===== src/rtl/core/cpf_pkg.sv =====
// Shared types, constants and the CRC-16 byte fold for the packet framer.
// No dependencies; every other file in rtl/core but cpf_fifo imports this package.
`default_nettype none

package cpf_pkg;

    // framing constants
    localparam logic [7:0]  SYNC_BYTE   = 8'h55;
    localparam logic [15:0] CRC_POLY    = 16'h1021;
    localparam int          JOB_BYTES   = 8;
    localparam int          JOB_IDX_W   = $clog2(JOB_BYTES);
    localparam int          QUEUE_DEPTH = 4;

    // one queued job: up to eight bytes to send, first byte at index 0
    typedef struct packed {
        logic [JOB_BYTES-1:0][7:0] bytes;
        logic [JOB_IDX_W-1:0]      last_idx;
        logic                      has_end;
    } t_job;

    // CRC-16/XMODEM, MSB first, one byte folded in
    function automatic logic [15:0] crc_fold(input logic [15:0] crc, input logic [7:0] data);
        logic [15:0] c;
        c = crc ^ {data, 8'h00};
        for (int b = 0; b < 8; b++) begin
            if (c[15]) begin
                c = {c[14:0], 1'b0} ^ CRC_POLY;
            end else begin
                c = {c[14:0], 1'b0};
            end
        end
        return c;
    endfunction

endpackage

`default_nettype wire


===== src/rtl/core/crc16_packet_framer.sv =====
// Top level of the CRC-16 packet framer: front end, job queue, back end.
// Depends on cpf_pkg, cpf_front, cpf_fifo and cpf_back.
//
// Each input beat is accepted while the job queue has room. A start beat
// yields a header of six bytes (sync 0x55, command, length+2 big-endian) plus the
// trailer 00 00 when the command or length is zero; a payload beat of an open
// packet yields one byte, or three on its last byte (data, CRC high, CRC low).
// The output side sends one byte per cycle while i_out_ready is high, so payload
// streams at one beat per cycle, and the queue of QUEUE_DEPTH jobs lets the input
// keep accepting while a header occupies the output. Each byte is registered in
// the job queue and then in the output register. With the link register clear,
// nothing is emitted, though payload still advances the open packet's CRC and count.
`default_nettype none

module crc16_packet_framer #(
    parameter int QUEUE_DEPTH = cpf_pkg::QUEUE_DEPTH
) (
    input  wire         i_clk,
    input  wire         i_rst_n,
    input  wire         i_cfg_wr_en,
    input  wire         i_cfg_wr_data,
    input  wire         i_in_valid,
    output logic        o_in_ready,
    input  wire         i_mode,
    input  wire [7:0]   i_command,
    input  wire [23:0]  i_packet_length,
    input  wire [7:0]   i_data_byte,
    output logic        o_out_valid,
    input  wire         i_out_ready,
    output logic [7:0]  o_out_byte,
    output logic        o_frame_end
);
    import cpf_pkg::*;

    t_job             push_job, head_job;
    logic [$bits(t_job)-1:0] head_bits;
    logic             push, pop, q_full, q_empty;

    assign head_job = t_job'(head_bits);

    // front: classify beats, update CRC state
    cpf_front u_front (
        .i_clk           (i_clk),
        .i_rst_n         (i_rst_n),
        .i_cfg_wr_en     (i_cfg_wr_en),
        .i_cfg_wr_data   (i_cfg_wr_data),
        .i_in_valid      (i_in_valid),
        .o_in_ready      (o_in_ready),
        .i_mode          (i_mode),
        .i_command       (i_command),
        .i_packet_length (i_packet_length),
        .i_data_byte     (i_data_byte),
        .i_queue_full    (q_full),
        .o_push          (push),
        .o_job           (push_job)
    );

    // job queue
    cpf_fifo #(
        .WIDTH ($bits(t_job)),
        .DEPTH (QUEUE_DEPTH)
    ) u_fifo (
        .i_clk     (i_clk),
        .i_rst_n   (i_rst_n),
        .i_push    (push),
        .i_wr_data (push_job),
        .i_pop     (pop),
        .o_rd_data (head_bits),
        .o_full    (q_full),
        .o_empty   (q_empty)
    );

    // back: byte serializer
    cpf_back u_back (
        .i_clk       (i_clk),
        .i_rst_n     (i_rst_n),
        .i_job       (head_job),
        .i_job_empty (q_empty),
        .o_pop       (pop),
        .o_out_valid (o_out_valid),
        .i_out_ready (i_out_ready),
        .o_out_byte  (o_out_byte),
        .o_frame_end (o_frame_end)
    );

endmodule

`default_nettype wire


===== src/rtl/core/cpf_front.sv =====
// Front end: accepts input beats, tracks packet state and CRC, and builds jobs.
// Depends on cpf_pkg.
`default_nettype none

module cpf_front (
    input  wire               i_clk,
    input  wire               i_rst_n,
    input  wire               i_cfg_wr_en,
    input  wire               i_cfg_wr_data,
    input  wire               i_in_valid,
    output logic              o_in_ready,
    input  wire               i_mode,
    input  wire [7:0]         i_command,
    input  wire [23:0]        i_packet_length,
    input  wire [7:0]         i_data_byte,
    input  wire               i_queue_full,
    output logic              o_push,
    output cpf_pkg::t_job     o_job
);
    import cpf_pkg::*;

    logic        r_link;
    logic [15:0] r_crc, n_crc;
    logic [23:0] r_left, n_left;
    logic        r_open, n_open;

    logic        accept;
    logic [31:0] announced;
    logic [15:0] crc_next;
    logic [23:0] left_dec;
    logic        short_hdr;

    assign o_in_ready = !i_queue_full;
    assign accept     = i_in_valid && o_in_ready;
    assign announced  = {8'h00, i_packet_length} + 32'd2;
    assign crc_next   = crc_fold(r_crc, i_data_byte);
    assign left_dec   = r_left - 24'd1;
    assign short_hdr  = (i_command == 8'h00) || (i_packet_length == 24'd0);

    // classify the beat and form the job and next packet state
    always_comb begin
        n_crc  = r_crc;
        n_left = r_left;
        n_open = r_open;
        o_push = 1'b0;
        o_job  = '0;
        if (accept) begin
            if (!i_mode) begin
                if (r_link) begin
                    o_push = 1'b1;
                    o_job.bytes = {8'h00, 8'h00, announced[7:0], announced[15:8],
                                   announced[23:16], announced[31:24], i_command, SYNC_BYTE};
                    o_job.last_idx = short_hdr ? JOB_IDX_W'(7) : JOB_IDX_W'(5);
                    o_job.has_end  = short_hdr;
                    n_crc  = 16'h0000;
                    n_left = short_hdr ? 24'd0 : i_packet_length;
                    n_open = !short_hdr;
                end
            end else if (r_open) begin
                n_crc  = crc_next;
                n_left = left_dec;
                if (left_dec == 24'd0) begin
                    n_open = 1'b0;
                end
                // payload state advances even with the link down
                o_push = r_link;
                o_job.bytes[0] = i_data_byte;
                o_job.bytes[1] = crc_next[15:8];
                o_job.bytes[2] = crc_next[7:0];
                o_job.last_idx = (left_dec == 24'd0) ? JOB_IDX_W'(2) : JOB_IDX_W'(0);
                o_job.has_end  = (left_dec == 24'd0);
            end
        end
    end

    // packet state and link register
    always_ff @(posedge i_clk) begin
        if (!i_rst_n) begin
            r_link <= 1'b0;
            r_crc  <= 16'h0000;
            r_left <= 24'd0;
            r_open <= 1'b0;
        end else begin
            if (i_cfg_wr_en) begin
                r_link <= i_cfg_wr_data;
            end
            r_crc  <= n_crc;
            r_left <= n_left;
            r_open <= n_open;
        end
    end

endmodule

`default_nettype wire


===== src/rtl/core/cpf_fifo.sv =====
// Job queue between front and back ends, flip-flop storage.
// Does not depend on cpf_pkg; width and depth are parameters.
`default_nettype none

module cpf_fifo #(
    parameter int WIDTH = 8,
    parameter int DEPTH = 4
) (
    input  wire              i_clk,
    input  wire              i_rst_n,
    input  wire              i_push,
    input  wire [WIDTH-1:0]  i_wr_data,
    input  wire              i_pop,
    output logic [WIDTH-1:0] o_rd_data,
    output logic             o_full,
    output logic             o_empty
);
    localparam int PTR_W = (DEPTH > 1) ? $clog2(DEPTH) : 1;
    localparam int CNT_W = $clog2(DEPTH + 1);

    logic [WIDTH-1:0] r_mem [DEPTH];
    logic [PTR_W-1:0] r_wr_ptr, r_rd_ptr;
    logic [CNT_W-1:0] r_count;

    assign o_full    = (r_count == CNT_W'(DEPTH));
    assign o_empty   = (r_count == '0);
    assign o_rd_data = r_mem[r_rd_ptr];

    // storage
    always_ff @(posedge i_clk) begin
        if (i_push) begin
            r_mem[r_wr_ptr] <= i_wr_data;
        end
    end

    // pointers and fill count
    always_ff @(posedge i_clk) begin
        if (!i_rst_n) begin
            r_wr_ptr <= '0;
            r_rd_ptr <= '0;
            r_count  <= '0;
        end else begin
            if (i_push) begin
                r_wr_ptr <= (r_wr_ptr == PTR_W'(DEPTH - 1)) ? '0 : r_wr_ptr + 1'b1;
            end
            if (i_pop) begin
                r_rd_ptr <= (r_rd_ptr == PTR_W'(DEPTH - 1)) ? '0 : r_rd_ptr + 1'b1;
            end
            if (i_push && !i_pop) begin
                r_count <= r_count + 1'b1;
            end else if (!i_push && i_pop) begin
                r_count <= r_count - 1'b1;
            end
        end
    end

    a_no_overflow: assert property (@(posedge i_clk) disable iff (!i_rst_n)
        i_push |-> !o_full) else $error("job pushed into full queue");
    a_no_underflow: assert property (@(posedge i_clk) disable iff (!i_rst_n)
        i_pop |-> !o_empty) else $error("job popped from empty queue");
    a_count_range: assert property (@(posedge i_clk) disable iff (!i_rst_n)
        r_count <= CNT_W'(DEPTH)) else $error("queue count out of range");

endmodule

`default_nettype wire


===== src/rtl/core/cpf_back.sv =====
// Back end: serializes queued jobs into output byte beats through an output register.
// Depends on cpf_pkg.
`default_nettype none

module cpf_back (
    input  wire            i_clk,
    input  wire            i_rst_n,
    input  cpf_pkg::t_job  i_job,
    input  wire            i_job_empty,
    output logic           o_pop,
    output logic           o_out_valid,
    input  wire            i_out_ready,
    output logic [7:0]     o_out_byte,
    output logic           o_frame_end
);
    import cpf_pkg::*;

    logic [JOB_IDX_W-1:0] r_idx;
    logic                 r_valid;
    logic [7:0]           r_byte;
    logic                 r_end;
    logic                 load;
    logic                 at_last;

    assign load        = !r_valid || i_out_ready;
    assign at_last     = (r_idx == i_job.last_idx);
    assign o_pop       = load && !i_job_empty && at_last;
    assign o_out_valid = r_valid;
    assign o_out_byte  = r_byte;
    assign o_frame_end = r_end;

    // output payload register
    always_ff @(posedge i_clk) begin
        if (load && !i_job_empty) begin
            r_byte <= i_job.bytes[r_idx];
            r_end  <= i_job.has_end && at_last;
        end
    end

    // byte index within the head job and output valid
    always_ff @(posedge i_clk) begin
        if (!i_rst_n) begin
            r_valid <= 1'b0;
            r_idx   <= '0;
        end else if (load) begin
            r_valid <= !i_job_empty;
            if (!i_job_empty) begin
                r_idx <= at_last ? '0 : r_idx + 1'b1;
            end
        end
    end

    a_mid_job_head: assert property (@(posedge i_clk) disable iff (!i_rst_n)
        (r_idx != '0) |-> !i_job_empty) else $error("job index advanced with no job at head");

endmodule

`default_nettype wire


===== config.mk =====
export PLATFORM = sky130hd
export DESIGN_NAME = crc16_packet_framer
export DESIGN_NICKNAME = d
export VERILOG_FILES = /design/src/rtl/core/cpf_pkg.sv /design/src/rtl/core/crc16_packet_framer.sv /design/src/rtl/core/cpf_front.sv /design/src/rtl/core/cpf_fifo.sv /design/src/rtl/core/cpf_back.sv
export SDC_FILE = /design/constraint.sdc
export NUM_CORES = 1
export LEC_CHECK = 0
export ABC_AREA = 1
export BUFFER_PORTS_ARGS = -buffer_cell sky130_fd_sc_hd__buf_2
export CAP_MARGIN = 10
export CORE_AREA = 5 5 150 152
export CTS_CLUSTER_SIZE = 20
export DETAILED_ROUTE_END_ITERATION = 7
export DIE_AREA = 0 0 155 157
export PLACE_DENSITY_LB_ADDON = 0.05
export SLEW_MARGIN = 15
export SYNTH_ARGS = -nofsm -noshare
export SYNTH_HDL_FRONTEND = slang
export SYNTH_SLANG_ARGS = --single-unit

===== constraint.sdc =====
create_clock -name i_clk -period 4.8 [get_ports i_clk]
set_input_delay 0.48 -clock i_clk [delete_from_list [all_inputs] [get_ports i_clk]]
set_output_delay 0.48 -clock i_clk [all_outputs]
set_load 0.05 [all_outputs]

==> run summary, run 1 <==
CTS tree: yes
CORE AREA: 20890 sq um
Fillers: 1715
ANT nets after route: 0
DRC: 0
Nets: 1362
# setup viols final: 0
Die ar.: 24340 sq um
Layout cell share with drive strength beyond 1: 11.74%
Cell Rows: 53
Setup Buffers After CTS: 0
Gr usage total: 24.79%
WP data arrival: 3610 ps
Synth warnings: 0
Slew margin rel.: 28.06%
Path type of the worst min-delay path: in2reg
Total CTS buffers: 28
Clk Latency, worst-skew pair: 530 ps
Met2 usage: 39.10%
Die Ht: 157 um
Final min period: 3195 ps
First-pass GRT wire length: 47510 um
CTS clk-pin slew, worst paths: 60 ps
Lkg Pwr: 5.048 nW
Wire length per cell: 19.08 um
Met1 Usage GRT: 37.05%
M3 GR Usage: 3.492%
Synth-to-layout area growth: 11.10%
Final Util: 65.34%
Die W: 155 um
Worst Hold Depth: 2
Largest net degree at the start of global routing: 101
Setup TNS: 0 ps
Fmax achieved: 0.3130 GHz
Clk buf depth: 3
Max Fanout on Critical Path: 66
Htree depth: 1
Initial antenna violation count: 0
I/O pin total: 58
CTS sink count: 264
Count of different cell masters after synthesis: 41
Crit share post-route: 66.56%
Cts hold-fix bufs: 0
RePlAce Congestion: 0.9257
Maximum VDD drop: 0.3467 mV
Detailed router's first-iteration violation count: 680
Outcome: finished clean
Max Slew Vio Count: 0
Worst Setup End Kind: register
RSZ-0062 raised after global routing: false
WP data required: 5210 ps
Pre-antenna DRT Iters: 5
DR vias/cell: 5.852
Final wirelength: 30460 um
Pwr dens: 469.5 nW/um^2
Worst Max-Slew Pin Slew: 1078 ps
Overflow after GRT: 0
Via Count: 9340
R2r worst-path depth: 14
Synthesized flop and latch total: 264
Layer with the highest usage: met2
Post-Syn Instances: 1261
Post-synthesis sequential area ratio: 60.05%
Post-Syn Area: 12280 sq um
Avg Inst Size Synth: 9.742 sq um
Syn Nets: 1319
Hold_sp: i_cfg_wr_en
Register-to-Register Setup Slack: 1610 ps
CP Launch Type: register
Post-CTS sizing: 0
Starting Density: 58.81%
# port buffers: 57
Final hold violation count: 0
Kind of critical path: reg2reg
Number of global-route vias before repair: 8715
Detailed Place HPWL: 20290 um
Clk_skew: 13.97 ps
Max Cap Viol: 0
Root buf cell: clkbuf_16
[layout by cell type (no fill, tap or decap), drive strengths merged, types with 2 or more instances in the layout]
master	n
a211oi	4
a21oi	74
a31oi	12
and3	2
buf	72
clkbuf	40
clkinv	8
dfxtp	55
edfxtp	209
ha	10
inv	85
nand2	214
nand3	47
nand4	18
nor2	206
nor3	14
nor4	6
o211ai	18
o21ai	142
o221ai	30
o22ai	18
or2	8
xnor2	16
xor2	8
[sequential cells by signal, summed over array words and instances, names as in the netlist, 2 cells and up, named ones only]
register	count
u_fifo.r_mem	200
u_back.r_idx	3
u_fifo.r_wr_ptr	2
u_back.o_out_byte	8
u_front.r_left	24
u_front.r_crc	16
u_fifo.r_count	3
u_fifo.r_rd_ptr	2
[logic make-up (layout without fill, tap and decap cells)]
kind of cell,Yosys count,count (layout),synth area share (%)
AOI/OAI and AO/OA,300,300,13.98
xor gates and xnor gates,24,24,1.711
adders and majority gates,11,11,1.182
buffers and inverters,147,206,4.665
DFF,264,264,60.05
other,0,1,0
and+or+nand+nor,515,515,18.40
[metrics by stage]
stage	hold slack [ps]	total power, W	std cells	worst slack, ps	area [sq um]
detailed placement	472.6	0.004458	1549	1450	12810
finish	144.4	0.006408	1596	1605	13650
global placement	466.1	0.004431	1549	1524	12810
CTS	135.1	0.006430	1595	1613	13650
floorplan	439.1	0.003972	1261	852.6	12280
global route	142.1	0.006742	1595	1319	13650
[worst paths after layout]
| path | end |
|---|---|
| max | u_fifo.r_count[2] |
| min reg2reg | u_front.r_crc[15] |
| max reg2reg | u_fifo.r_count[2] |
| min | u_front.r_link |
[layer usage]
layer  share of wire, %  vias up
met5                  0        -
met4                1.8        0
met3                7.8       38
met2                 46      329
met1                 44     4459
li1                   -     4514
[power breakdown]
part / switching (W) / leakage, nW / internal (W)
clock network: 0.000825 / 0.408 / 0.00116
registers: 0.0000635 / 2.37 / 0.00262
logic: 0.00126 / 2.28 / 0.000473
total: 0.00215 / 5.05 / 0.00426
[critical path: stages (launching register included)]
cell	delay, ps
dfxtp_2	320
inv_2	770
nand2_1	120
nand3_1	110
nand2_1	90
nand3_1	70
o21ai_0	130
nand3_1	260
ha_1	210
inv_1	70
fa_1	440
a21oi_1	140
o21ai_0	120
o21ai_0	170
a21oi_1	50
[layout make-up]
cell class | count | area [sq um] | share of cell area (%)
sequential | 264 | 7378 | 54.06
tap | 275 | 344.1 | 2.521
inverter | 88 | 330.3 | 2.420
multi-input combinational | 850 | 4364 | 31.98
timing repair buffer | 72 | 397.9 | 2.915
antenna | 1 | 2.502 | 0.01834
clock inverter | 6 | 53.80 | 0.3942
clock buffer | 40 | 777.0 | 5.693
[Yosys cell counts]
cell,number,area [sq um]
edfxtp_1,209,6276
nand2_1,205,769.5
nor2_1,195,732.0
o21ai_0,138,690.7
inv_1,80,300.3
a21oi_1,74,370.4
dfxtp_1,55,1101
clkbuf_1,44,165.2
nand3_1,44,220.2
o221ai_1,30,262.8
nand4_1,18,112.6
o211ai_1,18,135.1
o22ai_1,18,112.6
xnor2_1,16,140.1
buf_2,13,65.06
a31oi_1,12,75.07
ha_1,10,125.1
nand2_2,8,50.05
nor3_1,8,40.04
or2_2,8,50.05
xor2_1,8,70.07
nor4_1,6,37.54
inv_2,5,18.77
nor2_2,5,31.28
nor2_4,5,56.30
nor3_2,4,40.04
o21ai_1,4,20.02
a211oi_1,3,22.52
clkinv_1,3,11.26
and3_1,2,12.51
nand3_4,2,35.03
nor3_4,2,32.53
a211oi_2,1,12.51
a221oi_1,1,8.760
buf_4,1,7.510
clkbuf_2,1,5.000
fa_1,1,20.02
nand2_4,1,11.26
nand3_2,1,10.01
nor2_8,1,20.02
o21a_1,1,7.510
No activity file was read; power rests on OpenSTA's default activity.
==> inputs of run 2 (changes only) <==
CORE_AREA = 5 5 155 157   (was 5 5 150 152)
DIE_AREA = 0 0 160 162   (was 0 0 155 157)
clock period = 2.75 ns   (was 4.8 ns; I/O delays follow)
==> run summary, run 2 (synthesis results as in run 1) <==
Outcome: finished clean (unchanged)
Final hold violation count: 0 (unchanged)
RR Startpoint: u_fifo.r_count[0]
Cts hold-fix bufs: 2 (was 0)
CP top delay family: simple AND/OR/NAND/NOR gates (was buffers and inverters)
CTS tree: yes (unchanged)
Sequential cell area: 7378 sq um (unchanged)
Die W: 160 um (was 155 um)
Pwr dens: 827.2 nW/um^2 (was 469.5 nW/um^2)
Critical path, cell by cell: inv_1 -> nand3_1 -> nand2_1 -> buf_4 -> nor2_1 -> nand2_2 -> nor3_1 (was inv_2 -> nand2_1 -> nand3_1 -> nand2_1 -> nand3_1 -> o21ai_0 -> nand3_1 -> ha_1 -> inv_1 -> fa_1 -> a21oi_1 -> o21ai_0 -> o21ai_0 -> a21oi_1)
Max Cap Viol: 0 (unchanged)
Crit share post-route: 83.69% (was 66.56%)
CP Launch Type: register (unchanged)
Worst Setup End Kind: register (unchanged)
Final cell count without fillers: 1632 (was 1596)
Top Layer Used: met4 (unchanged)
# setup viols final: 0 (unchanged)
Clk_skew: 7.972 ps (was 13.97 ps)
ANT nets after route: 0 (unchanged)
Initial antenna violation count: 1 (was 0)
Synth-to-layout area growth: 14.03% (was 11.10%)
WP data required: 2980 ps (was 5210 ps)
Multi-input logic area: 4364 sq um (unchanged)
Total CTS buffers: 28 (unchanged)
Nets: 1385 (was 1362)
Wire length per cell: 18.83 um (was 19.08 um)
Path type of the worst min-delay path: in2reg (unchanged)
First-pass GRT wire length: 48400 um (was 47510 um)
Die Ht: 162 um (was 157 um)
DP Cell Count: 1580 (was 1549)
Starting Density: 54.93% (was 58.81%)
CORE AREA: 22370 sq um (was 20890 sq um)
Final wirelength: 30720 um (was 30460 um)
Setup Buffers After CTS: 0 (unchanged)
Die ar.: 25920 sq um (was 24340 sq um)
Maximum VDD drop: 0.4485 mV (was 0.3467 mV)
Clk buf depth: 3 (unchanged)
WHS: 35.17 ps (was 144.4 ps)
Lkg Pwr: 5.224 nW (was 5.048 nW)
WL met2: 14150 um (was 14110 um)
Hold_sp: i_packet_length[0] (was i_cfg_wr_en)
RePlAce Congestion: 0.9140 (was 0.9257)
Largest reg by FF count: u_fifo.r_mem (unchanged)
Max Fanout on Critical Path: 20 (was 66)
DR vias/cell: 5.789 (was 5.852)
DRC: 0 (unchanged)
WP data arrival: 2530 ps (was 3610 ps)
Largest regs: u_fifo.r_mem: 200 flops, u_front.r_left: 24 flops, u_front.r_crc: 16 flops (unchanged)
RSZ-0062 raised after global routing: false (unchanged)
Root buf cell: clkbuf_16 (unchanged)
Hold Path End: u_front.r_left[0] (was u_front.r_link)
Design Power: 0.01159 W (was 0.006408 W)
Cell Rows: 55 (was 53)
Number of global-route vias before repair: 8883 (was 8715)
Max stage delay on crit path: 700 ps (was 770 ps)
Max Slew Vio Count: 0 (unchanged)
Htree depth: 1 (unchanged)
Largest net degree at the start of global routing: 51 (was 101)
Overflow after GRT: 0 (unchanged)
Detailed router's first-iteration violation count: 842 (was 680)
Worst Path Buf+Inv: 2 (unchanged)
Final min period: 2301 ps (was 3195 ps)
Detailed Place HPWL: 20040 um (was 20290 um)
Fillers: 1812 (was 1715)
DP Area: 13050 sq um (was 12810 sq um)
Register-to-Register Setup Slack: 450 ps (was 1610 ps)
Reg2Reg Capture Point: u_fifo.r_mem[1][21] (was u_fifo.r_count[2])
Layout cell share with drive strength beyond 1: 13.88% (was 11.74%)
Via Count: 9447 (was 9340)
I/O pin total: 58 (unchanged)
CTS clk-pin slew, worst paths: 60 ps (about the same)
Critical-path top delay cell: nor3_1 (was inv_2)
Clk Latency, worst-skew pair: 530 ps (about the same)
Post-CTS sizing: 0 (unchanged)
Largest register FFs: 200 (unchanged)
Met3 wire len: 2144 um (was 2376 um)
R2r worst-path depth: 7 (was 14)
Routed length on met1: 13960 um (was 13430 um)
# diodes: 0 (was 1)
Post-route cell area: 14010 sq um (was 13650 sq um)
Pre-antenna DRT Iters: 5 (unchanged)
Gr usage total: 23.43% (was 24.79%)
Commonest non-fill, non-tap cell in the layout: edfxtp_1 (unchanged)
# port buffers: 57 (unchanged)
Fmax achieved: 0.4345 GHz (was 0.3130 GHz)
Kind of critical path: reg2reg (unchanged)
Commonest non-fill, non-tap cells in the layout: 209 x edfxtp_1, 205 x nand2_1, 191 x nor2_1 (unchanged)
Worst Hold Depth: 3 (was 2)
Slew margin rel.: 33.45% (was 28.06%)
CTS sink count: 264 (unchanged)
Worst Max-Slew Pin Slew: 997.2 ps (was 1078 ps)
[run 2: cell count changes in the layout (fill, tap and decap cells not counted), sizes merged]
cell | before | now
diode | 1 | 0
clkinv | 8 | 11
buf | 72 | 93
clkbuf | 40 | 37
clkinvlp | 0 | 3
dlygate4sd3 | 0 | 2
bufinv | 1 | 2
[run 2: layout make-up]
type / count / area share [%]
inverters: 88 / 2.358
repair buffers: 95 / 4.556
flip-flops and latches: 264 / 52.68
clock inverters: 13 / 0.8843
clock buffers: 37 / 5.824
well taps: 285 / 2.546
multi-input cells: 850 / 31.16
[run 2: metrics by stage]
| stage | util [%] | TNS, ps | setup slack (ps) |
|---|---|---|---|
| 4_1_cts | 62.63 | 0 | 490.3 |
| 6_report | 62.63 | 0 | 448.6 |
| 3_3_place_gp | 58.34 | 0 | 535.1 |
| 2_1_floorplan | - | -85240 | -426.3 |
| 5_1_grt | 62.63 | 0 | 244.7 |
| 3_5_place_dp | 58.34 | 0 | 497.8 |
[run 2: worst max path at each step]
stage,cells past startpoint,endpoint,startpoint
detailed placement,12,u_fifo.r_mem[1][33],i_packet_length[1]
floorplan,6,u_fifo.r_mem[3][10],u_fifo.r_count[0]
finish,7,u_fifo.r_mem[1][21],u_fifo.r_count[0]
global route,10,u_front.r_left[18],u_fifo.r_count[0]
global placement,6,u_fifo.r_mem[2][18],i_mode
CTS,13,u_fifo.r_count[2],register
[run 2: report_power, final]
part / internal [W] / total [W] / switching, W
Clock: 0.00226 / 0.00378 / 0.00152
Sequential: 0.00458 / 0.00470 / 0.000127
Combinational: 0.000896 / 0.00310 / 0.00221
[run 2: layer usage]
metal,up-vias,track usage (%)
li1,4564,-
met1,4516,35.44
met2,328,36.82
met3,39,2.867
met4,0,5.006
met5,-,0
[run 2: tightest hold or removal path, cell delays in order]
cell     delay (ps)
buf_2           130
nand2_1          60
a21oi_1          50
==> inputs of run 3 (changes only) <==
ABC_AREA = 0   (was 1)
CORE_AREA = 5 5 148 150   (was 5 5 155 157)
DIE_AREA = 0 0 153 155   (was 0 0 160 162)
clock period = 2.2 ns   (was 2.75 ns; I/O delays follow)
==> run summary, run 3 <==
Avg Inst Size Synth: 13.95 sq um (was 9.742 sq um)
Setup TNS: -1323 ps (was 0 ps)
Final cell count without fillers: 1300 (was 1632)
# port buffers: 57 (unchanged)
Detailed Place HPWL: 20810 um (was 20040 um)
Fillers: 1450 (was 1812)
I/O pin total: 58 (unchanged)
Number of synthesized flops with an enable pin: 209 (unchanged)
CTS sink count: 264 (unchanged)
Commonest cells in the netlist: 209 x edfxtp_1, 84 x nor2_1, 58 x mux4_2 (was 209 x edfxtp_1, 205 x nand2_1, 195 x nor2_1)
Cell with the most instances after synthesis: edfxtp_1 (unchanged)
Reg2Reg Capture Point: u_fifo.r_count[2] (was u_fifo.r_mem[1][21])
CTS tree: yes (unchanged)
Number of global-route vias before repair: 8009 (was 8883)
Htree depth: 1 (unchanged)
Reported net switching power: 0.003353 W (was 0.003854 W)
RSZ-0062 raised after global routing: true (was false)
Root buf cell: clkbuf_16 (unchanged)
Synthesized flop and latch total: 264 (unchanged)
Max Fanout on Critical Path: 4 (was 20)
Sw frac: 26.75% (was 33.26%)
Largest net degree at the start of global routing: 51 (unchanged)
Die W: 153 um (was 160 um)
DR vias/cell: 6.128 (was 5.789)
Hold Path End: u_front.r_left[17] (was u_front.r_left[0])
WP data required: 2680 ps (was 2980 ps)
Sequential fraction of design power: 44.9% (was 40.6%)
# diodes: 0 (unchanged)
Commonest non-fill, non-tap cells in the layout: 209 x edfxtp_1, 88 x buf_4, 84 x nor2_1 (was 209 x edfxtp_1, 205 x nand2_1, 191 x nor2_1)
Post-synthesis sequential area ratio: 61.44% (was 60.05%)
Final hold violation count: 0 (unchanged)
Kind of critical path: reg2reg (unchanged)
DP Cell Count: 1236 (was 1580)
Clock power frac: 34.9% (was 32.6%)
Failing checks: negative setup slack
Register-to-Register Setup Slack: -240 ps (was 450 ps)
Largest register FFs: 200 (unchanged)
# setup viols final: 13 (was 0)
RePlAce Congestion: 0.9027 (was 0.9140)
Detailed router's first-iteration violation count: 675 (was 842)
CORE AREA: 20560 sq um (was 22370 sq um)
Layout cell share with drive strength beyond 1: 29.56% (was 13.88%)
Slew margin rel.: 59.02% (was 33.45%)
Final Util: 70.26% (was 62.63%)
Synth async-reset ratio: 0% (unchanged)
DP Worst Slack: -280.3 ps (was 497.8 ps)
Area contributors post-synth: edfxtp_1 52%, mux4_2 11%, dfxtp_1 9.2% (was edfxtp_1 51%, dfxtp_1 9.0%, nand2_1 6.3%)
Synth-to-layout area growth: 20.28% (was 14.03%)
Post-Syn Area: 12010 sq um (was 12280 sq um)
Design Power: 0.01253 W (was 0.01159 W)
Ys flop type: edfxtp_1 (unchanged)
Via Count: 7966 (was 9447)
Post-Syn Instances: 861 (was 1261)
Wire length per cell: 23.55 um (was 18.83 um)
Setup WS post-layout: -243.0 ps (was 448.6 ps)
Worst Hold Depth: 3 (unchanged)
Synth warnings: 0 (unchanged)
Pre-antenna DRT Iters: 5 (unchanged)
Synth top area share: 52.27% (was 51.09%)
Largest regs: u_fifo.r_mem: 200 flops, u_front.r_left: 24 flops, u_front.r_crc: 16 flops (unchanged)
Die ar.: 23720 sq um (was 25920 sq um)
Final min period: 2443 ps (was 2301 ps)
Fmax achieved: 0.4093 GHz (was 0.4345 GHz)
Clk buf depth: 3 (unchanged)
Post-synth top area cell: edfxtp_1 (unchanged)
ANT nets after route: 0 (unchanged)
Combinational Power Share: 20.1% (was 26.8%)
Max Slew Vio Count: 0 (unchanged)
Cell Int Power: 0.009182 W (was 0.007733 W)
CP Launch Type: register (unchanged)
CTS clk-pin slew, worst paths: 70 ps (was 60 ps)
DRC: 0 (unchanged)
Total CTS buffers: 27 (was 28)
Worst Max-Slew Pin Slew: 607.0 ps (was 997.2 ps)
Crit share post-route: 111.0% (was 83.69%)
Syn Nets: 919 (was 1319)
Pwr dens: 867.9 nW/um^2 (was 827.2 nW/um^2)
Hold_sp: i_packet_length[17] (was i_packet_length[0])
Commonest non-fill, non-tap cell in the layout: edfxtp_1 (unchanged)
Outcome: finished with violations (was finished clean)
Maximum VDD drop: 0.6709 mV (was 0.4485 mV)
Starting Density: 58.41% (was 54.93%)
Lkg Pwr: 4.979 nW (was 5.224 nW)
Final wirelength: 30620 um (was 30720 um)
Initial antenna violation count: 0 (was 1)
Clk Latency, worst-skew pair: 540 ps (was 530 ps)
Count of different cell masters after synthesis: 65 (was 41)
Max Cap Viol: 0 (unchanged)
WP data arrival: 2920 ps (was 2530 ps)
Largest reg by FF count: u_fifo.r_mem (unchanged)
Overflow after GRT: 0 (unchanged)
Clk_skew: 22.19 ps (was 7.972 ps)
Cell Rows: 53 (was 55)
First-pass GRT wire length: 47090 um (was 48400 um)
Gr usage total: 25.70% (was 23.43%)
Nets: 1062 (was 1385)
Die Ht: 155 um (was 162 um)
Worst Setup End Kind: register (unchanged)
Path type of the worst min-delay path: in2reg (unchanged)
R2r worst-path depth: 10 (was 7)
-- run 3: worst max-delay path by stage --
stage / end / slack, ps
5_1_grt: u_fifo.r_count[2] / -330
6_report: u_fifo.r_count[2] / -240
2_1_floorplan: u_fifo.r_count[2] / -220
3_3_place_gp: u_fifo.r_count[2] / -250
3_5_place_dp: u_fifo.r_count[2] / -280
4_1_cts: u_fifo.r_count[2] / -240
-- run 3: cell families (layout without fill, tap and decap cells) --
group,count (synthesis),in the layout,synth area share [%]
multiplexers,73,73,12.13
AO/OA/AOI/OAI,135,135,7.607
AND/OR/NAND/NOR,241,241,10.57
XOR/XNOR,60,60,4.376
buffers and inverters,77,241,2.678
adder cells (fa/ha/maj),11,11,1.209
flip-flops,264,264,61.44
-- run 3: area by class of cell --
cell class	instances	area (sq um)	share of cell area, %
clock buffer	45	813.3	5.631
clock inverter	5	46.29	0.3205
inverter	25	93.84	0.6497
multi-input combinational	520	4449	30.81
sequential	264	7385	51.13
tap	275	344.1	2.382
timing repair buffer	166	1311	9.079
-- run 3: per-layer routing --
layer | wire (um) | track usage [%]
met4 | 593 | 5.770
met5 | 0 | 0
met2 | 15150 | 42.85
met3 | 2347 | 4.701
met1 | 12530 | 35.96
-- run 3: worst max-delay path: stages, from the launching register on --
cell	delay, ps
dfxtp_4	370
mux4_2	500
or3_1	330
nand2_2	110
nand3_4	120
ha_4	200
inv_2	40
fa_2	180
xor2_1	70
or3_1	320
a21oi_2	140
-- run 3: repair_timing --
| action | in CTS | in global routing |
|---|---|---|
| gates cloned | 2 | 0 |
| resized for setup | 19 | 18 |
| setup endpoints to repair | 15 | 18 |
| endpoints found under the hold margin | 2 | 0 |
| hold buffers | 3 | 0 |
| pin swaps | 12 | 8 |
| buffers inserted | 8 | 5 |
-- run 3: power by group through the flow --
stage | Clock, W | Combinational (W) | Sequential [W]
floorplan | 0 | 0.00139 | 0.00590
global placement | 0 | 0.00233 | 0.00572
detailed placement | 0 | 0.00235 | 0.00573
CTS | 0.00444 | 0.00248 | 0.00563
global route | 0.00468 | 0.00271 | 0.00564
finish | 0.00438 | 0.00252 | 0.00563
-- run 3: stage by stage --
step,hold WS [ps],instance area (sq um)
CTS,68.61,14350
detailed placement,462.3,13280
global route,103.8,14440
global placement,455.8,13280
finish,94.15,14440
floorplan,348.2,12040
